### config.mk
export PLATFORM = sky130hd
export DESIGN_NAME = protobuf_wire_encoder
export DESIGN_NICKNAME = d
export VERILOG_FILES = /design/src/hdl/pbw_pkg.sv /design/src/hdl/pbw_front.sv /design/src/hdl/pbw_queue.sv /design/src/hdl/pbw_back.sv /design/src/hdl/protobuf_wire_encoder.sv
export SDC_FILE = /design/constraint.sdc
export NUM_CORES = 1
export LEC_CHECK = 0
export BUFFER_PORTS_ARGS = -buffer_cell sky130_fd_sc_hd__buf_2
export CORE_ASPECT_RATIO = 1.75
export CORE_MARGIN = 5
export CORE_UTILIZATION = 55
export CTS_CLUSTER_DIAMETER = 200
export DETAILED_ROUTE_END_ITERATION = 12
export GPL_TIMING_DRIVEN = 1
export PLACE_DENSITY = 0.88
export SETUP_SLACK_MARGIN = 0.3
export SLEW_MARGIN = 20
export SYNTH_ARGS = -nofsm -noshare
export SYNTH_HDL_FRONTEND = slang
export SYNTH_SLANG_ARGS = --single-unit
### constraint.sdc
create_clock -name clk -period 7.6 [get_ports clk]
set_input_delay 1.52 -clock clk [delete_from_list [all_inputs] [get_ports clk]]
set_output_delay 1.52 -clock clk [all_outputs]
set_load 0.005 [all_outputs]
### src/hdl/pbw_pkg.sv
// shared types, codes and helpers for the protobuf wire encoder
`default_nettype none

package pbw_pkg;

    localparam int BUF_BYTES = 65536;
    localparam int OFF_W     = 17;
    localparam int ADDR_W    = 16;
    localparam int MARK_W    = 20;

    // request codes
    localparam logic [2:0] REQ_VARINT = 3'd0;
    localparam logic [2:0] REQ_BYTES  = 3'd1;
    localparam logic [2:0] REQ_RAW    = 3'd2;
    localparam logic [2:0] REQ_START  = 3'd3;
    localparam logic [2:0] REQ_COMMIT = 3'd4;

    // wire types placed in the tag
    localparam logic [2:0] WT_VARINT = 3'd0;
    localparam logic [2:0] WT_LEN    = 3'd2;

    // error codes
    localparam logic [1:0] ERR_NONE     = 2'd0;
    localparam logic [1:0] ERR_FULL     = 2'd1;
    localparam logic [1:0] ERR_TOO_LONG = 2'd2;
    localparam logic [1:0] ERR_BAD_MARK = 2'd3;

    // one classified request: up to two byte runs written from addr upward
    typedef struct packed {
        logic [31:0]       a;
        logic [2:0]        na;
        logic [63:0]       b;
        logic [3:0]        nb;
        logic [ADDR_W-1:0] addr;
        logic [MARK_W-1:0] mark;
        logic [OFF_W-1:0]  offset;
        logic [1:0]        err;
    } cmd_t;

    // number of 7-bit groups needed to hold v, at least one
    function automatic logic [3:0] vsize(input logic [63:0] v);
        logic [3:0] n;
        n = 4'd1;
        for (int g = 1; g < 10; g++)
        begin
            if ((v >> (7 * g)) != 64'd0)
            begin
                n = 4'(g + 1);
            end
        end
        return n;
    endfunction

endpackage

`default_nettype wire

### src/hdl/pbw_front.sv
// front end: accepts requests, checks them against the write offset, builds commands
`default_nettype none

module pbw_front (
    input  wire logic                        clk,
    input  wire logic                        rst_n,
    input  wire logic                        push,
    output logic                             full,
    input  wire logic [2:0]                  req_type,
    input  wire logic [28:0]                 field_number,
    input  wire logic [63:0]                 value,
    input  wire logic [7:0]                  data_byte,
    input  wire logic [2:0]                  reserve_bytes,
    input  wire logic [pbw_pkg::MARK_W-1:0]  mark_in,
    output logic                             cmd_push,
    output pbw_pkg::cmd_t                    cmd,
    input  wire logic                        cmd_full
);

    localparam logic [1:0] ST_IDLE  = 2'd0;
    localparam logic [1:0] ST_CALC  = 2'd1;
    localparam logic [1:0] ST_CHECK = 2'd2;

    logic [1:0]                    state_reg, state_next;
    logic [pbw_pkg::OFF_W-1:0]     offset_reg, offset_next;

    // captured request
    logic [2:0]                    req_type_reg;
    logic [28:0]                   field_number_reg;
    logic [63:0]                   value_reg;
    logic [7:0]                    data_byte_reg;
    logic [2:0]                    reserve_reg;
    logic [pbw_pkg::MARK_W-1:0]    mark_in_reg;

    // first-stage results
    logic [31:0]                   tag_reg;
    logic [2:0]                    tag_n_reg;
    logic [3:0]                    val_n_reg;
    logic [pbw_pkg::OFF_W-1:0]     room_reg;
    logic                          bad_mark_reg;
    logic [pbw_pkg::OFF_W-1:0]     len_reg;
    logic [pbw_pkg::OFF_W-1:0]     st_reg;
    logic [2:0]                    cnt_reg;

    logic                          accept;
    logic [31:0]                   tag_c;
    logic [2:0]                    tag_n_c;
    logic [2:0]                    cnt_c;
    logic [pbw_pkg::OFF_W-1:0]     st_c;
    logic [pbw_pkg::OFF_W:0]       st_end_c;

    logic [4:0]                    need_v;
    logic [4:0]                    need_m;
    logic [pbw_pkg::OFF_W-1:0]     spare;
    logic                          over_v;
    logic [3:0]                    len_n;
    logic [pbw_pkg::OFF_W-1:0]     off_tag;

    assign full   = (state_reg != ST_IDLE);
    assign accept = push && !full;

    always_comb
    begin
        tag_c    = {field_number_reg,
                    (req_type_reg == pbw_pkg::REQ_VARINT) ? pbw_pkg::WT_VARINT
                                                          : pbw_pkg::WT_LEN};
        tag_n_c  = 3'(pbw_pkg::vsize({32'd0, tag_c}));
        cnt_c    = mark_in_reg[2:0];
        st_c     = mark_in_reg[pbw_pkg::MARK_W-1:3];
        st_end_c = {1'b0, st_c} + (pbw_pkg::OFF_W + 1)'(cnt_c);
    end

    always_comb
    begin
        need_v  = 5'(tag_n_reg) + 5'(val_n_reg);
        need_m  = 5'(tag_n_reg) + 5'(reserve_reg);
        spare   = room_reg - pbw_pkg::OFF_W'(need_v);
        over_v  = (pbw_pkg::OFF_W'(need_v) > room_reg)
               || ((req_type_reg == pbw_pkg::REQ_BYTES)
                   && (value_reg > {47'd0, spare}));
        len_n   = pbw_pkg::vsize({47'd0, len_reg});
        off_tag = offset_reg + pbw_pkg::OFF_W'(tag_n_reg);

        cmd        = '0;
        cmd.addr   = offset_reg[pbw_pkg::ADDR_W-1:0];
        cmd.offset = offset_reg;
        cmd.err    = pbw_pkg::ERR_NONE;
        unique case (req_type_reg)
            pbw_pkg::REQ_VARINT, pbw_pkg::REQ_BYTES:
            begin
                if (over_v)
                begin
                    cmd.err = pbw_pkg::ERR_FULL;
                end
                else
                begin
                    cmd.a      = tag_reg;
                    cmd.na     = tag_n_reg;
                    cmd.b      = value_reg;
                    cmd.nb     = val_n_reg;
                    cmd.offset = offset_reg + pbw_pkg::OFF_W'(need_v);
                end
            end
            pbw_pkg::REQ_RAW:
            begin
                if (room_reg == '0)
                begin
                    cmd.err = pbw_pkg::ERR_FULL;
                end
                else
                begin
                    cmd.a      = {24'd0, data_byte_reg};
                    cmd.na     = 3'd1;
                    cmd.offset = offset_reg + pbw_pkg::OFF_W'(1);
                end
            end
            pbw_pkg::REQ_START:
            begin
                if (reserve_reg == 3'd0)
                begin
                    cmd.err = pbw_pkg::ERR_TOO_LONG;
                end
                else if (pbw_pkg::OFF_W'(need_m) > room_reg)
                begin
                    cmd.err = pbw_pkg::ERR_FULL;
                end
                else
                begin
                    cmd.a      = tag_reg;
                    cmd.na     = tag_n_reg;
                    cmd.mark   = {off_tag, reserve_reg};
                    cmd.offset = off_tag + pbw_pkg::OFF_W'(reserve_reg);
                end
            end
            pbw_pkg::REQ_COMMIT:
            begin
                if (bad_mark_reg)
                begin
                    cmd.err = pbw_pkg::ERR_BAD_MARK;
                end
                else if (len_n > 4'(cnt_reg))
                begin
                    cmd.err = pbw_pkg::ERR_TOO_LONG;
                end
                else
                begin
                    // padded length: continuation on all reserved bytes but the last
                    cmd.a    = {15'd0, len_reg};
                    cmd.na   = cnt_reg;
                    cmd.addr = st_reg[pbw_pkg::ADDR_W-1:0];
                end
            end
            default:
            begin
                cmd.err = pbw_pkg::ERR_NONE;
            end
        endcase
    end

    assign cmd_push = (state_reg == ST_CHECK) && !cmd_full;

    always_comb
    begin
        state_next  = state_reg;
        offset_next = offset_reg;
        unique case (state_reg)
            ST_IDLE:
            begin
                if (accept)
                begin
                    state_next = ST_CALC;
                end
            end
            ST_CALC:
            begin
                state_next = ST_CHECK;
            end
            ST_CHECK:
            begin
                if (!cmd_full)
                begin
                    state_next  = ST_IDLE;
                    offset_next = cmd.offset;
                end
            end
            default:
            begin
                state_next = ST_IDLE;
            end
        endcase
    end

    always_ff @(posedge clk or negedge rst_n)
    begin
        if (!rst_n)
        begin
            state_reg  <= ST_IDLE;
            offset_reg <= '0;
        end
        else
        begin
            state_reg  <= state_next;
            offset_reg <= offset_next;
        end
    end

    always_ff @(posedge clk)
    begin
        if (accept)
        begin
            req_type_reg     <= req_type;
            field_number_reg <= field_number;
            value_reg        <= value;
            data_byte_reg    <= data_byte;
            reserve_reg      <= reserve_bytes;
            mark_in_reg      <= mark_in;
        end
        if (state_reg == ST_CALC)
        begin
            tag_reg      <= tag_c;
            tag_n_reg    <= tag_n_c;
            val_n_reg    <= pbw_pkg::vsize(value_reg);
            room_reg     <= pbw_pkg::OFF_W'(pbw_pkg::BUF_BYTES) - offset_reg;
            bad_mark_reg <= (cnt_c == 3'd0) || (st_end_c > {1'b0, offset_reg});
            len_reg      <= pbw_pkg::OFF_W'({1'b0, offset_reg} - st_end_c);
            st_reg       <= st_c;
            cnt_reg      <= cnt_c;
        end
    end

endmodule

`default_nettype wire

### src/hdl/pbw_queue.sv
// two-entry command queue between the front end and the byte writer
`default_nettype none

module pbw_queue (
    input  wire logic          clk,
    input  wire logic          rst_n,
    input  wire logic          wr_en,
    input  wire pbw_pkg::cmd_t wr_data,
    output logic               q_full,
    input  wire logic          rd_en,
    output pbw_pkg::cmd_t      rd_data,
    output logic               q_empty
);

    pbw_pkg::cmd_t mem_reg [2];
    logic          wr_ptr_reg, rd_ptr_reg;
    logic [1:0]    count_reg, count_next;
    logic          do_wr, do_rd;

    assign q_full  = (count_reg == 2'd2);
    assign q_empty = (count_reg == 2'd0);
    assign do_wr   = wr_en && !q_full;
    assign do_rd   = rd_en && !q_empty;
    assign rd_data = mem_reg[rd_ptr_reg];

    always_comb
    begin
        count_next = count_reg;
        if (do_wr && !do_rd)
        begin
            count_next = count_reg + 2'd1;
        end
        else if (do_rd && !do_wr)
        begin
            count_next = count_reg - 2'd1;
        end
    end

    always_ff @(posedge clk or negedge rst_n)
    begin
        if (!rst_n)
        begin
            wr_ptr_reg <= 1'b0;
            rd_ptr_reg <= 1'b0;
            count_reg  <= 2'd0;
        end
        else
        begin
            count_reg <= count_next;
            if (do_wr)
            begin
                wr_ptr_reg <= !wr_ptr_reg;
            end
            if (do_rd)
            begin
                rd_ptr_reg <= !rd_ptr_reg;
            end
        end
    end

    always_ff @(posedge clk)
    begin
        if (do_wr)
        begin
            mem_reg[wr_ptr_reg] <= wr_data;
        end
    end

endmodule

`default_nettype wire

### src/hdl/pbw_back.sv
// byte writer: command into byte writes, one per cycle unless the output register stalls
`default_nettype none

module pbw_back (
    input  wire logic                        clk,
    input  wire logic                        rst_n,
    input  wire pbw_pkg::cmd_t               cmd,
    input  wire logic                        cmd_empty,
    output logic                             cmd_pop,
    output logic                             empty,
    input  wire logic                        pop,
    output logic                             wr_valid,
    output logic [pbw_pkg::ADDR_W-1:0]       wr_addr,
    output logic [7:0]                       wr_byte,
    output logic                             last,
    output logic [pbw_pkg::MARK_W-1:0]       mark_out,
    output logic [pbw_pkg::OFF_W-1:0]        offset_out,
    output logic [1:0]                       error
);

    logic                          busy_reg;
    logic [31:0]                   sa_reg;
    logic [2:0]                    na_reg;
    logic [63:0]                   sb_reg;
    logic [3:0]                    nb_reg;
    logic [pbw_pkg::ADDR_W-1:0]    addr_reg;
    logic [pbw_pkg::MARK_W-1:0]    mark_reg;
    logic [pbw_pkg::OFF_W-1:0]     off_reg;
    logic [1:0]                    err_reg;

    logic                          ov_reg;
    logic                          wr_valid_reg;
    logic [pbw_pkg::ADDR_W-1:0]    wr_addr_reg;
    logic [7:0]                    wr_byte_reg;
    logic                          last_reg;
    logic [pbw_pkg::MARK_W-1:0]    mark_out_reg;
    logic [pbw_pkg::OFF_W-1:0]     offset_out_reg;
    logic [1:0]                    error_reg;

    logic                          step;
    logic                          use_a, use_b, write_c, last_c;
    logic [7:0]                    byte_c;

    assign cmd_pop = !busy_reg && !cmd_empty;
    assign step    = busy_reg && (!ov_reg || pop);

    always_comb
    begin
        use_a   = (na_reg != 3'd0);
        use_b   = !use_a && (nb_reg != 4'd0);
        write_c = use_a || use_b;
        byte_c  = 8'd0;
        if (use_a)
        begin
            byte_c = (na_reg > 3'd1) ? {1'b1, sa_reg[6:0]} : sa_reg[7:0];
        end
        else if (use_b)
        begin
            byte_c = (nb_reg > 4'd1) ? {1'b1, sb_reg[6:0]} : sb_reg[7:0];
        end
        // a command with no bytes still gives one item that carries the status
        last_c = use_a ? ((na_reg == 3'd1) && (nb_reg == 4'd0)) : (nb_reg <= 4'd1);
    end

    always_ff @(posedge clk or negedge rst_n)
    begin
        if (!rst_n)
        begin
            busy_reg <= 1'b0;
            ov_reg   <= 1'b0;
        end
        else
        begin
            if (cmd_pop)
            begin
                busy_reg <= 1'b1;
            end
            else if (step && last_c)
            begin
                busy_reg <= 1'b0;
            end
            if (step)
            begin
                ov_reg <= 1'b1;
            end
            else if (pop)
            begin
                ov_reg <= 1'b0;
            end
        end
    end

    always_ff @(posedge clk)
    begin
        if (cmd_pop)
        begin
            sa_reg   <= cmd.a;
            na_reg   <= cmd.na;
            sb_reg   <= cmd.b;
            nb_reg   <= cmd.nb;
            addr_reg <= cmd.addr;
            mark_reg <= cmd.mark;
            off_reg  <= cmd.offset;
            err_reg  <= cmd.err;
        end
        else if (step)
        begin
            if (use_a)
            begin
                sa_reg <= sa_reg >> 7;
                na_reg <= na_reg - 3'd1;
            end
            else if (use_b)
            begin
                sb_reg <= sb_reg >> 7;
                nb_reg <= nb_reg - 4'd1;
            end
            if (write_c)
            begin
                addr_reg <= addr_reg + pbw_pkg::ADDR_W'(1);
            end
        end
        if (step)
        begin
            wr_valid_reg   <= write_c;
            wr_addr_reg    <= write_c ? addr_reg : '0;
            wr_byte_reg    <= byte_c;
            last_reg       <= last_c;
            mark_out_reg   <= mark_reg;
            offset_out_reg <= off_reg;
            error_reg      <= err_reg;
        end
    end

    assign empty      = !ov_reg;
    assign wr_valid   = wr_valid_reg;
    assign wr_addr    = wr_addr_reg;
    assign wr_byte    = wr_byte_reg;
    assign last       = last_reg;
    assign mark_out   = mark_out_reg;
    assign offset_out = offset_out_reg;
    assign error      = error_reg;

endmodule

`default_nettype wire

### src/hdl/protobuf_wire_encoder.sv
// top level of the protobuf wire encoder: front end, command queue, byte writer
//
//  channel   direction  handshake          payload
//  request   in         push / full        req_type field_number value data_byte
//                                          reserve_bytes mark_in
//  result    out        empty / pop        wr_valid wr_addr wr_byte last mark_out
//                                          offset_out error
//
// the front end works on one request at a time in three steps (capture, size and bounds, command build)
// the byte writer loads a command, then gives one byte per cycle unless the output stalls (at least 1 item)
// the front end can build the next command while the writer is still emitting the last one
// reset clears the write offset and the queue and empties the output register; no clearing pass
// pop held low stalls the writer, then the two-entry queue, then full goes high
`default_nettype none

module protobuf_wire_encoder (
    input  wire logic                        clk,
    input  wire logic                        rst_n,
    input  wire logic                        push,
    output logic                             full,
    input  wire logic [2:0]                  req_type,
    input  wire logic [28:0]                 field_number,
    input  wire logic [63:0]                 value,
    input  wire logic [7:0]                  data_byte,
    input  wire logic [2:0]                  reserve_bytes,
    input  wire logic [pbw_pkg::MARK_W-1:0]  mark_in,
    output logic                             empty,
    input  wire logic                        pop,
    output logic                             wr_valid,
    output logic [pbw_pkg::ADDR_W-1:0]       wr_addr,
    output logic [7:0]                       wr_byte,
    output logic                             last,
    output logic [pbw_pkg::MARK_W-1:0]       mark_out,
    output logic [pbw_pkg::OFF_W-1:0]        offset_out,
    output logic [1:0]                       error
);

    pbw_pkg::cmd_t front_cmd, back_cmd;
    logic          cmd_push, cmd_full, cmd_pop, cmd_empty;

    pbw_front u_front (
        .clk           (clk),
        .rst_n         (rst_n),
        .push          (push),
        .full          (full),
        .req_type      (req_type),
        .field_number  (field_number),
        .value         (value),
        .data_byte     (data_byte),
        .reserve_bytes (reserve_bytes),
        .mark_in       (mark_in),
        .cmd_push      (cmd_push),
        .cmd           (front_cmd),
        .cmd_full      (cmd_full)
    );

    pbw_queue u_queue (
        .clk     (clk),
        .rst_n   (rst_n),
        .wr_en   (cmd_push),
        .wr_data (front_cmd),
        .q_full  (cmd_full),
        .rd_en   (cmd_pop),
        .rd_data (back_cmd),
        .q_empty (cmd_empty)
    );

    pbw_back u_back (
        .clk        (clk),
        .rst_n      (rst_n),
        .cmd        (back_cmd),
        .cmd_empty  (cmd_empty),
        .cmd_pop    (cmd_pop),
        .empty      (empty),
        .pop        (pop),
        .wr_valid   (wr_valid),
        .wr_addr    (wr_addr),
        .wr_byte    (wr_byte),
        .last       (last),
        .mark_out   (mark_out),
        .offset_out (offset_out),
        .error      (error)
    );

endmodule

`default_nettype wire

* After elaboration in Yosys (flattened, before gate mapping)
Memories as Yosys holds them, arrays and structs flattened. Index checks and enable logic that the tools add are counted.
Word-level totals: memories 1, flip-flop bits (word level) 468, logic and storage cells 210, bits in writable memories 316, output and inout bits 67
Memories:
- u_queue.mem_reg | depth 2, width 158, read ports 1, clocked after Yosys merged registers in 0, wr ports 1, line pbw_queue.sv:15 | pbw_pkg::cmd_t mem_reg [2];
Cells by class: equal/unequal tests 11, bitwise gates (word level) 1, $add $sub $neg 15, reduce and logical (&&, ||, !) cells 65, muxes and demuxes 71, $lt $le $gt $ge 8
Operator list (count):
- nonzero test 64 bit | 14
- 2-to-1 mux 64 bit | 4
- one-hot mux 35 bit (4 select lines) | 1
- 2-to-1 mux 35 bit | 3
- 2-to-1 mux 103 bit | 1
- 2-to-1 mux 16 bit | 6
- 2-to-1 mux 32 bit | 3
- 2-to-1 mux 37 bit | 2
- 2-to-1 mux 68 bit | 1
- > comparator 64 x 17 -> 1 bit | 1
- one-hot mux 17 bit (3 select lines) | 1
- 2-to-1 mux 20 bit | 2
- adder 17 x 3 -> 17 bit | 2
- > comparator 5 x 17 -> 1 bit | 2
- 2-to-1 mux 17 bit | 2
- 2-to-1 mux 8 bit | 4
- 2-to-1 mux 2 bit | 15
- 2-to-1 mux 3 bit | 7
- 2-to-1 mux 4 bit | 5
- adder 17 x 3 -> 18 bit | 1
- > comparator 18 x 17 -> 1 bit | 1
- adder 17 x 1 -> 17 bit (second input constant) | 1
- adder 17 x 5 -> 17 bit | 1
- logical NOT 17 bit | 1
- 39 further kinds | 90

* Longest topological paths before layout
Gate-level depths: netlist of the first run.
word-level depth 9, depth in mapped cells 26, mapped depth without buffers 24

* Cells and area by module
Synthesis of the first run repeated with hierarchy kept, for this count alone.
Second synthesis, totals: cells, all modules 2473, area, all modules 34743.3 sq um
Modules (own cells, without submodules):
- pbw_front | times used 1, cells an instance 1282, area each 13850.8 sq um
- pbw_queue | times used 1, cells an instance 511, area each 12021.5 sq um
- pbw_back | times used 1, cells an instance 680, area each 8871.0 sq um

* Worst setup path before layout of the first run
No wires, ideal clock.
path kind input to register, start point input pop, end point register u_back.nb_reg[0], enable pin, slack -0.933 ns, path buffers 0, arrival 7.944 ns, stages on the path 5, path through nand2b_1 > nand2_1 > inv_1 > nand2_1 > o21ai_0
Between the ends: word-level cells in the longest chain between the ends 4
Ends and longest elaborated chain:
- start: declaration | line protobuf_wire_encoder.sv:28 | input wire logic pop,
- logical OR 1 bit | line pbw_back.sv:45 | assign step = busy_reg && (!ov_reg || pop);
- logical AND 1 bit | line pbw_back.sv:45
- named net u_back.step | line pbw_back.sv:40 | logic step;
- nonzero test 2 bit (no line)
- AND reduction 3 bit (no line)
- end signal: assignment | line pbw_back.sv:100 | nb_reg <= cmd.nb;
- end signal: assignment | line pbw_back.sv:116 | nb_reg <= nb_reg - 4'd1;
- end: declaration | line pbw_back.sv:25 | logic [3:0] nb_reg;
The timed path passes the listed nets, and every way through them passes these cells. A chain may end at the register's enable or synchronous reset.

==> results.txt, run 1 <==
The routed via count divided by cell count came out at 6.00. Sort of element at the end of the critical path: a flop. Summed over all cells, the static leakage comes to 13.7 nW.

The net count reported at finish is 2,811, and the post-CTS repair timing setup buffer count is 0. The tools report the wire length of the first global-routing pass as 127,000 um. Ranked by total cell area, the synthesized netlist is headed by sky130_fd_sc_hd__edfxtp_1 (67%), sky130_fd_sc_hd__mux2i_1 (3.5%), sky130_fd_sc_hd__ha_1 (3.4%). The final number of hold-violating endpoints is 0, and the tightest slew margin relative to the limit is 0.221.

The async set-reset flop share out of synthesis is 0.0320. The worst supply voltage drop on vdd came out at 0.334 mV. Synthesis produced a netlist with a net count of 2,620. The final core utilization was 0.622; the synthesized instance count was 2,390. For the number of global-route vias before repair, the log shows 21,451. Among all flip-flop cells after synthesis, the most frequent one is sky130_fd_sc_hd__edfxtp_1. Number of clock sinks seen by CTS: 782. For this block, the initial DRC count from the detailed router was 1,912. The cell area after layout is 38,000 um^2. The initial antenna violation count was 0; the number of buffers on the longest clock path was 3. The fraction of final layout cells sized beyond drive strength 1 came out at 0.157. Once detail routing completed, the nets flagged for antenna violations numbered 0. The total global-route track usage was 0.253; the layout overhead on the synthesized area was 12.4%. The count of standard-cell rows was 120; the maximum fanout encountered on the critical timing path was 11. The logs give 0 for the total count of max-transition violations in the final report and 0.553 for the effective utilization at floorplan.

The area share of the largest cell type after synthesis came out at 0.673. The tools report the detailed-routing iteration count for the pre-antenna-repair pass as 6. Entering global routing, the biggest net connects 151 pins.

Counting flops and latches in the post-synthesis netlist gives 782. After the flow finishes, the layout carries non-filler instances totaling 3,430. The H-tree was split into 3 levels. Buffers inserted to repair hold after CTS numbered 0. The per-cell routed wire length works out to 24.7 um. The flow ran to the end, and the final reports show no timing, DRC or antenna violations. Of all cell types, the one taking the most synthesized area is sky130_fd_sc_hd__edfxtp_1. The mapped netlist covers 33,800 um^2. Clock tree synthesis selected as its root buffer the cell sky130_fd_sc_hd__clkbuf_16.

The sequential fraction of the synthesis area was 0.691; the final setup skew was 0.0383 ns. The number of instances in the placed design is 3,302. The run gives 0.975 as the final weighted congestion in routability-driven placement. The number of I/O pins is 198. The clock reaches the later pin of the worst-skew pair after 0.64 ns. Measured along the y axis, the die boundary spans 338 um. Counting flops with a built-in enable in the synthesized netlist gives 757. The tools report the startpoint type of the worst setup path as a flop. Counting distinct cell types in the post-synthesis netlist gives 85. Setup repair after global routing left no endpoint under its margin. The power density normalized to cell area was 360 nW/um^2; the number of gates resized after cts was 0. Summed over all layers, the routed wires come to 84,800 um.

During synthesis, Yosys emitted a total of 0 warnings. The run gives 154 MHz as the achievable frequency. Across the run, the number of max-cap violations was 0. The tightest min-delay check is of the flop to flop type. At the worst endpoint, the required time is 7.96 ns.

The logs give 0 for the leftover overflow at the end of global routing and 69 for the number of buffers created by CTS. For the final number of setup-violating endpoints, the log shows 0. The minimum setup slack after placement was 1.28 ns. The floorplan die area was 66,700 um^2; the instance area after placement was 35,700 um^2. Data arrives at the worst endpoint at 6.86 ns.

Hold is met by 0.417 ns. The library cells used most frequently in the layout, excluding fill and tap cells, are sky130_fd_sc_hd__edfxtp_1 (757), sky130_fd_sc_hd__buf_2 (197), sky130_fd_sc_hd__nand2_1 (188). Flip-flop count of the largest register after layout: 316.

Post-CTS clock slew at the launch and capture registers of the worst setup and hold paths: 0.07 ns. The logs give 61,100 um^2 for the floorplan core area and 4,353 for the total of fill cells in the finished design. 0 antenna diodes ended up in the layout. Detailed placement ended at an HPWL of 57,900 um. During placement, the flow inserted port buffers numbering 197.

The final period utilization was 0.856. The critical path in this run is classified as flop to flop. For this block, the via count after detailed routing is 20,569. A synthesized cell averages 14.1 um^2.

The minimum clock period after layout is 6.50 ns. For the minimum setup slack in the final design, the log shows 1.10 ns. TritonCTS built the clock tree. The die is 197 um wide.

The commonest non-fill, non-tap cell in the layout is sky130_fd_sc_hd__edfxtp_1. For the number of remaining DRC errors, the log shows 0. For the pin with the worst max-slew slack, the measured transition is 1.17 ns.
==> path summary, 6_finish.rpt <==
check,slack (ns),startpoint,cells after the start,to
max,1.10,u_front.tag_n_reg[0]$_SDFFCE_PP1N_,21,u_queue.mem_reg[0][12]$_DFFE_PP_
min,0.42,u_back.off_reg[0]$_DFFE_PP_,0,u_back.offset_out[0]$_DFFE_PP_
max reg2reg,1.10,u_front.tag_n_reg[0]$_SDFFCE_PP1N_,21,u_queue.mem_reg[0][12]$_DFFE_PP_
min reg2reg,0.42,u_back.off_reg[0]$_DFFE_PP_,0,u_back.offset_out[0]$_DFFE_PP_
max in group asynchronous,6.00,rst_n,1,u_queue.rd_ptr_reg$_DFFE_PN0P_
min in group asynchronous,0.99,rst_n,1,u_front.offset_reg[10]$_DFFE_PN0P_
==> cells in the mapped netlist (19+ instances only) <==
| master | number |
|---|---|
| sky130_fd_sc_hd__a21o_1 | 22 |
| sky130_fd_sc_hd__a21oi_1 | 78 |
| sky130_fd_sc_hd__and2_1 | 113 |
| sky130_fd_sc_hd__clkbuf_1 | 83 |
| sky130_fd_sc_hd__dfrtp_1 | 25 |
| sky130_fd_sc_hd__edfxtp_1 | 757 |
| sky130_fd_sc_hd__ha_1 | 91 |
| sky130_fd_sc_hd__inv_1 | 79 |
| sky130_fd_sc_hd__mux2_2 | 40 |
| sky130_fd_sc_hd__mux2i_1 | 117 |
| sky130_fd_sc_hd__nand2_1 | 188 |
| sky130_fd_sc_hd__nand3_1 | 33 |
| sky130_fd_sc_hd__nor2_1 | 116 |
| sky130_fd_sc_hd__nor2b_1 | 19 |
| sky130_fd_sc_hd__nor3_1 | 48 |
| sky130_fd_sc_hd__nor4_1 | 31 |
| sky130_fd_sc_hd__o21ai_0 | 175 |
| sky130_fd_sc_hd__xnor2_1 | 76 |
| sky130_fd_sc_hd__xor2_1 | 37 |
==> routing by layer <==
metal	share of wire	GRT usage
met1	0.36	0.304
met2	0.52	0.447
met3	0.066	0.0345
met4	0.055	0.126
met5	0	0
==> layout make-up <==
cell class	count	area (um^2)	area share
flip-flops and latches	782	23400	0.615
multi-input cells	1422	9810	0.258
clock buffers	85	1830	0.0481
repair buffers	222	1210	0.0319
well taps	793	992	0.0261
clock inverters	42	472	0.0124
inverters	84	315	0.00830
==> power breakdown <==
part	switching, mW	internal [mW]	total (mW)
Sequential	0.591	5.93	6.52
Combinational	2.32	1.29	3.61
Clock	1.61	1.93	3.54
==> cells by family after synthesis <==
kind of cell	synth area share
DFF	0.691
and+or+nand+nor	0.0946
AOI/OAI and AO/OA	0.0776
buffers and inverters	0.0210
muxes	0.0480
xor gates and xnor gates	0.0293
adders and majority gates	0.0384
==> stage by stage <==
step,TNS [ns],power [mW]
floorplan,-177.66,8.87
global placement,0,9.94
detailed placement,0,10.1
CTS,0,13.7
global route,0,14.3
finish,0,13.7
==> critical path, stage by stage (launching register included) <==
cell and delay (ns):
sky130_fd_sc_hd__edfxtp_1 0.46, sky130_fd_sc_hd__ha_1 0.25, sky130_fd_sc_hd__fa_1 0.56, sky130_fd_sc_hd__inv_1 0.10, sky130_fd_sc_hd__ha_1 0.26, sky130_fd_sc_hd__nor2b_1 0.12
sky130_fd_sc_hd__o21ai_0 0.21, sky130_fd_sc_hd__a21oi_1 0.13, sky130_fd_sc_hd__nand2b_1 0.18, sky130_fd_sc_hd__nor4_1 0.55, sky130_fd_sc_hd__nand2_1 0.14, sky130_fd_sc_hd__xor2_1 0.17
sky130_fd_sc_hd__ha_1 0.32, sky130_fd_sc_hd__nand4_1 0.16, sky130_fd_sc_hd__nor2_1 0.07, sky130_fd_sc_hd__a2111oi_0 0.41, sky130_fd_sc_hd__nor4bb_1 0.32, sky130_fd_sc_hd__o21ai_2 0.22
sky130_fd_sc_hd__a311oi_2 1.01, sky130_fd_sc_hd__and2_1 0.30, sky130_fd_sc_hd__o21ai_0 0.11, sky130_fd_sc_hd__o2bb2ai_1 0.18
Note: power is estimated with default switching activity, not from simulation.
==> inputs of run 2 (changes only) <==
Settings changed: RECOVER_POWER from default to 50.
==> run 2 against run 1 <==
The run now ends with max-capacitance violations, max-slew violations left. Final area fell by 0.55%. Critical path type unchanged. Worst setup slack better by 0.034 ns. Via count up 0.53%. Critical path depth stayed put. Global-route usage unchanged. Register-to-register slack improved by 0.03 ns. Sequential power is 0.6% higher. Routed wire length is essentially flat.
==> results.txt, run 2 (synthesis gave the netlist of run 1 again) <==
The number of buffer cells added on primary ports is 197, and the cell count of the worst reg-to-reg path is 21. For the minimum setup slack after placement, the log shows 1.28 ns. Routability-driven placement finished with a final weighted congestion of 0.975.

For this run, the top clock speed supported by timing is 155 MHz. The measured slew at the worst slew-check pin was 5.18 ns; the per-cell routed wire length was 24.7 um. The post-CTS repair timing setup buffer count is 0.

Detailed placement finished with a half-perimeter wire length of 57,900 um. Entering global routing, the biggest net connects 151 pins. The run gives 6.83 ns as the arrival time of data at the critical path endpoint.

After the flow finishes, the layout carries non-filler instances totaling 3,430. The run gives 0 as the number of antenna cells inserted. The tightest hold path in the finished design has a slack of 0.417 ns.

Endpoint of the worst hold path: u_back.offset_out[1]$_DFFE_PP_. The worst register-to-register path ends at u_queue.mem_reg[0][12]$_DFFE_PP_. The run finished, with violations left. In this run the worst hold path is classified as flop to flop. The total count of max-transition violations in the final report is 668. Counting the fill cells in the layout gives 4,401. After detailed placement, the total cell area comes to 35,700 um^2.

The final period utilization was 0.851; the layout overhead on the synthesized area was 11.8%. Setup slack closes at 1.13 ns. Of all nets on the critical path, the largest fanout is 11. For this run, the post-layout net count is 2,811. The library cell used most frequently in the layout, excluding fill and tap cells, is sky130_fd_sc_hd__edfxtp_1. The setup check on the worst reg-to-reg path leaves a slack of 1.13 ns.

Max-cap violations in this run came to 11. In the final layout, the multi-input gates occupy 9760 um^2. In this run the power density over the cells is 363 nW/um^2.

The tools report the number of clock sinks seen by CTS as 782. The worst hold path begins at u_back.off_reg[1]$_DFFE_PP_. Leftover overflow at the end of global routing: 0.

The register with the most flip-flops in the layout has 316 of them. Number of buffers created by CTS: 69. The floorplan die area came out at 66,700 um^2. In the routed layout, each cell is associated on average with a via count of 6.03. The sequential cells in the finished layout cover a total of 23,400 um^2.

Detailed routing inserted a total of 20,677 vias. The chip height works out to 338 um. The sort of element at the end of the critical path was a flop. Along the worst hold path, the cell count comes to 0. The total of hold buffers inserted after clock tree synthesis was 0. In the layout the commonest cells are sky130_fd_sc_hd__edfxtp_1 (757), sky130_fd_sc_hd__nand2_1 (188), sky130_fd_sc_hd__o21ai_0 (175). The final setup skew is 0.0372 ns, and the static leakage is 13.4 nW. The effective utilization at floorplan came out at 0.553. The worst path in the final design needs a cycle of 6.47 ns, including I/O delays and setup. The H-tree was split into 3 levels. The run gives 120 as the count of standard-cell rows. For this run, the detailed router's first-pass iteration total came to 5. The number of I/O pins was 198. Tightest slew margin relative to the limit: -2.45. The cell sitting at the root of the clock tree is a sky130_fd_sc_hd__clkbuf_16. The clock reaches the later pin of the worst-skew pair after 0.64 ns. STA puts the critical path data required time at 7.96 ns. The checks that failed: max-capacitance violations, max-slew violations. The final number of hold-violating endpoints came out at 0.

The fraction of final layout cells sized beyond drive strength 1 came out at 0.118. The tools report the startpoint type of the worst setup path as a flop. After clock tree synthesis, the clock-pin slew on the worst setup and hold paths is 0.07 ns.

The initial antenna violation count was 0; the number of remaining DRC errors was 0. The final layout contains routed wiring with a total length of 84,900 um. The number of instances in the placed design was 3,302. The die is 197 um wide. TritonCTS built the clock tree. Once detail routing completed, the nets flagged for antenna violations numbered 0. Setup violations remaining at the end of the flow were counted as 0. The worst supply voltage drop on vdd is 0.330 mV, and the total global-route track usage is 0.253. The finished cells cover 37,800 um^2.

The run gives 61,100 um^2 as the floorplan core area. The run gives 127,000 um as the wire length of the first global-routing pass. The tools report the beginning of the worst register-to-register path as u_front.tag_n_reg[0]$_SDFFCE_PP1N_.

The first routing iteration left 1,918 violations. The number of gates resized after CTS was 0. Setup repair after global routing left no endpoint under its margin.

The number of global-route vias before repair came out at 21,451. The critical path is of the flop to flop type. The number of buffers on the longest clock path came out at 3.
-- run 2: per-stage QoR --
step | setup TNS (ns) | util | total power [mW]
3_5_place_dp | 0 | 0.583 | 10.1
2_1_floorplan | -177.66 | - | 8.87
3_3_place_gp | 0 | 0.583 | 9.94
4_1_cts | 0 | 0.621 | 13.7
6_report | 0 | 0.618 | 13.7
5_1_grt | 0 | 0.618 | 14.3
-- run 2: how the worst max path moves through the flow --
stage                                       start  cells past startpoint                          endpoint  slack (ns)
2_1_floorplan    u_front.state_reg[0]$_DFFE_PN0P_                      4   u_queue.mem_reg[0][0]$_DFFE_PP_       -0.56
3_3_place_gp   u_front.tag_n_reg[0]$_SDFFCE_PP1N_                     21  u_queue.mem_reg[0][12]$_DFFE_PP_        1.47
3_5_place_dp   u_front.tag_n_reg[0]$_SDFFCE_PP1N_                     21  u_queue.mem_reg[1][12]$_DFFE_PP_        1.28
4_1_cts        u_front.tag_n_reg[0]$_SDFFCE_PP1N_                     21  u_queue.mem_reg[0][12]$_DFFE_PP_        1.19
5_1_grt        u_front.tag_n_reg[1]$_SDFFCE_PP0N_                     22  u_queue.mem_reg[1][12]$_DFFE_PP_        0.66
6_report       u_front.tag_n_reg[0]$_SDFFCE_PP1N_                     21  u_queue.mem_reg[0][12]$_DFFE_PP_        1.13
-- run 2: cell type report --
type / count / share of cell area
inverters: 84 / 0.00835
flip-flops and latches: 782 / 0.618
clock inverters: 42 / 0.0125
repair buffers: 222 / 0.0278
multi-input cells: 1422 / 0.258
well taps: 793 / 0.0263
clock buffers: 85 / 0.0484
-- run 2: worst max-delay path, stage by stage, from the launching register on --
cell,delay (ns)
sky130_fd_sc_hd__edfxtp_1,0.45
sky130_fd_sc_hd__ha_1,0.25
sky130_fd_sc_hd__fa_1,0.56
sky130_fd_sc_hd__inv_1,0.10
sky130_fd_sc_hd__ha_1,0.26
sky130_fd_sc_hd__nor2b_1,0.12
sky130_fd_sc_hd__o21ai_0,0.21
sky130_fd_sc_hd__a21oi_1,0.13
sky130_fd_sc_hd__nand2b_1,0.18
sky130_fd_sc_hd__nor4_1,0.55
sky130_fd_sc_hd__nand2_1,0.14
sky130_fd_sc_hd__xor2_1,0.17
sky130_fd_sc_hd__ha_1,0.32
sky130_fd_sc_hd__nand4_1,0.16
sky130_fd_sc_hd__nor2_1,0.07
sky130_fd_sc_hd__a2111oi_0,0.41
sky130_fd_sc_hd__nor4bb_1,0.32
sky130_fd_sc_hd__o21ai_2,0.22
sky130_fd_sc_hd__a311oi_2,0.98
sky130_fd_sc_hd__and2_1,0.29
sky130_fd_sc_hd__o21ai_0,0.11
sky130_fd_sc_hd__o2bb2ai_1,0.18
-- run 2: power by group --
group          internal (mW)  total [mW]  switching [mW]
sequential              5.97        6.56           0.589
clock                   1.93        3.55            1.62
combinational           1.30        3.62            2.32
total                   9.20        13.7            4.53
-- run 2: per-layer routing --
metal / GRT usage / share of wire
met4: 0.126 / 0.058
met3: 0.0345 / 0.068
met5: 0 / 0
met1: 0.304 / 0.36
met2: 0.447 / 0.52
==> inputs of run 3 (changes only) <==
Settings changed: CORE_UTILIZATION 55 to 60, PLACE_DENSITY 0.88 to 0.91.
Clock period 7.6 ns to 6.3 ns, I/O delays scaled along.
==> run 3 against run 2 <==
The flow still finishes with violations (max-capacitance violations, max-slew violations). Hold slack lost 0.0077 ns. Critical path type unchanged. Core utilization rose by 6.3 points. Register-to-register slack worse by 0.53 ns. Fmax up 14%. Global-route usage increased by 2.2 points. Power grew 23%. Clock-buffer cell count down 4. Via count grew 1.2%. Die area decreased by 8.0%. Clock power up 28%. Non-clock buffer count rose by 22.
==> results.txt, run 3 (synthesis gave the netlist of run 1 again) <==
The flow ran to the end, but the final reports show violations. The checks that failed: max-capacitance violations, max-slew violations. Buffering stage count on the worst path with inverters included: 1.

The run gives 0 as the number of remaining DRC errors. The instance area after placement was 35,600 um^2. 198 I/O pins were placed.

Across the run, the number of max-cap violations was 13. The largest individual stage delay along the critical path comes from the cell sky130_fd_sc_hd__or2_0. The data required time at the worst endpoint came out at 6.58 ns. Entering global routing, the biggest net connects 137 pins. The register with the most flip-flops in the layout has 316 of them. The run gives 23,400 um^2 as the flip-flop and latch area. Setup repair after global routing left no endpoint under its margin. The tools report the startpoint type of the worst setup path as a flop. Highest cell delay on the worst timing path: 3.10 ns. Type of the worst setup path: flop to flop. Relative to the synthesized area, the layout overhead comes to 12.8%. TritonCTS built the clock tree. The critical path goes through nor2_1 > or2_0 > clkbuf_1 > o21ai_0.

Summed over all cells, the static leakage comes to 13.6 nW. The clock tree root driver cell is sky130_fd_sc_hd__clkbuf_16. The tools report the worst supply voltage drop on vdd as 0.293 mV. In the layout the commonest cells are sky130_fd_sc_hd__edfxtp_1 (757), sky130_fd_sc_hd__nand2_1 (188), sky130_fd_sc_hd__o21ai_0 (172). The later pin in the worst-skew pair is clocked with a latency of 0.63 ns.

Counting the fill cells in the layout gives 3,620. The die is 189 um wide. The worst hold path belongs to the class flop to flop. The sort of element at the end of the critical path is a flop. For this block, the initial DRC count from the detailed router was 2,029.

Total global-route track usage: 0.275. The final period utilization was 0.905; the overall routed net length was 85,400 um. The measured slew at the worst slew-check pin was 4.54 ns; the per-cell routed wire length was 25.4 um.

At the end of routability-driven placement, the weighted congestion stood at 1.01. The count of standard-cell rows was 115; the wire length of the first global-routing pass was 127,000 um. The power density normalized to cell area was 441 nW/um^2. The run gives 175 MHz as the achievable frequency. The overall power after layout is 16.8 mW, and the floorplan core area is 56,000 um^2. The number of global-route vias before repair came out at 21,762.

In the routed layout, each cell is associated on average with a via count of 6.23. The leftover overflow at the end of global routing is 0. The detailed router placed 20,933 vias in this run. The repair_antennas step left the layout with diodes totalling 0.

Counting the buffers created by CTS gives 69. The fraction of final layout cells sized beyond drive strength 1 came out at 0.126. The tools report the arrival time of data at the critical path endpoint as 5.98 ns. In this run the remaining antenna-violating nets after routing total 0. The logs give 0.604 for the effective utilization at floorplan and 0 for the final number of setup-violating endpoints. The number of buffers on the longest clock path is 3, and the initial antenna violation count is 1. The tools report the total of hold buffers inserted after clock tree synthesis as 0. On the final layout, the worst clock skew is 0.0283 ns. Of all nets on the critical path, the largest fanout is 78. The total half-perimeter wirelength after legalization and detailed placement is 57,200 um, and the final number of hold-violating endpoints is 0. The net count reported at finish came out at 2,833. The total count of max-transition violations in the final report came out at 581. The number of clock sinks seen by CTS is 782. Number of buffer cells added on primary ports: 197. Broken down by cell family, the worst path's largest delay share belongs to simple AND/OR/NAND/NOR gates. Counting I/O delays and the setup requirement, the final critical path takes 5.70 ns. The multi-input combinational cells in the finished layout cover a total of 9860 um^2.

The floorplan die area was 61,400 um^2. The H-tree was split into 3 levels. After clock tree synthesis, the clock-pin slew on the worst setup and hold paths is 0.07 ns. The tightest slew margin relative to the limit was -2.02; the chip height was 324 um.

With fillers left out, the area of the finished cells amounts to 38,100 um^2. The library cell used most frequently in the layout, excluding fill and tap cells, is sky130_fd_sc_hd__edfxtp_1. The tools report the detailed-routing iteration count for the pre-antenna-repair pass as 6.
==> run 3: final timing paths <==
check | startpoint | to | slack (ns) | depth (start not counted)
max | u_queue.count_reg[1]$_DFFE_PN0P_ | u_back.sb_reg[8]$_DFFE_PP_ | 0.60 | 4
min | u_front.field_number_reg[3]$_DFFE_PP_ | u_front.tag_reg[6]$_DFFE_PN_ | 0.41 | 0
max reg2reg | u_queue.count_reg[1]$_DFFE_PN0P_ | u_back.sb_reg[8]$_DFFE_PP_ | 0.60 | 4
min reg2reg | u_front.field_number_reg[3]$_DFFE_PP_ | u_front.tag_reg[6]$_DFFE_PN_ | 0.41 | 0
max in group asynchronous | rst_n | u_front.offset_reg[0]$_DFFE_PN0P_ | 3.92 | 1
min in group asynchronous | rst_n | u_queue.wr_ptr_reg$_DFFE_PN0P_ | 1.20 | 1
==> run 3: routing by layer <==
layer / share of wire / global-route usage
met1: 0.35 / 0.321
met2: 0.51 / 0.481
met3: 0.064 / 0.0426
met4: 0.069 / 0.165
met5: 0.00016 / 0
==> run 3: report_power, final <==
part	internal, mW	switching, mW
logic	1.58	2.90
registers	7.19	0.622
clock network	2.61	1.93
==> run 3: layout make-up <==
| type | instances | share of cell area |
|---|---|---|
| repair buffers | 244 | 0.0333 |
| clock buffers | 81 | 0.0481 |
| clock inverters | 46 | 0.0161 |
| inverters | 84 | 0.00827 |
| well taps | 702 | 0.0230 |
| multi-input cells | 1422 | 0.259 |
| flip-flops and latches | 782 | 0.613 |
==> run 3: metrics by stage <==
step / cells / worst slack (ns) / util / hold slack, ns / TNS (ns)
2_1_floorplan: 2390 / -1.86 / - / 0.400 / -588.46
3_3_place_gp: 3219 / 0.506 / 0.636 / 0.402 / 0
3_5_place_dp: 3219 / 0.375 / 0.636 / 0.405 / 0
4_1_cts: 3346 / 0.339 / 0.680 / 0.410 / 0
5_1_grt: 3361 / 0.187 / 0.681 / 0.421 / 0
6_report: 3361 / 0.601 / 0.681 / 0.409 / 0
==> run 3: what timing repair did <==
action / CTS / global route
resized for setup: 0 / 23
buffers inserted: 0 / 12
endpoints found under the setup margin: 0 / 252
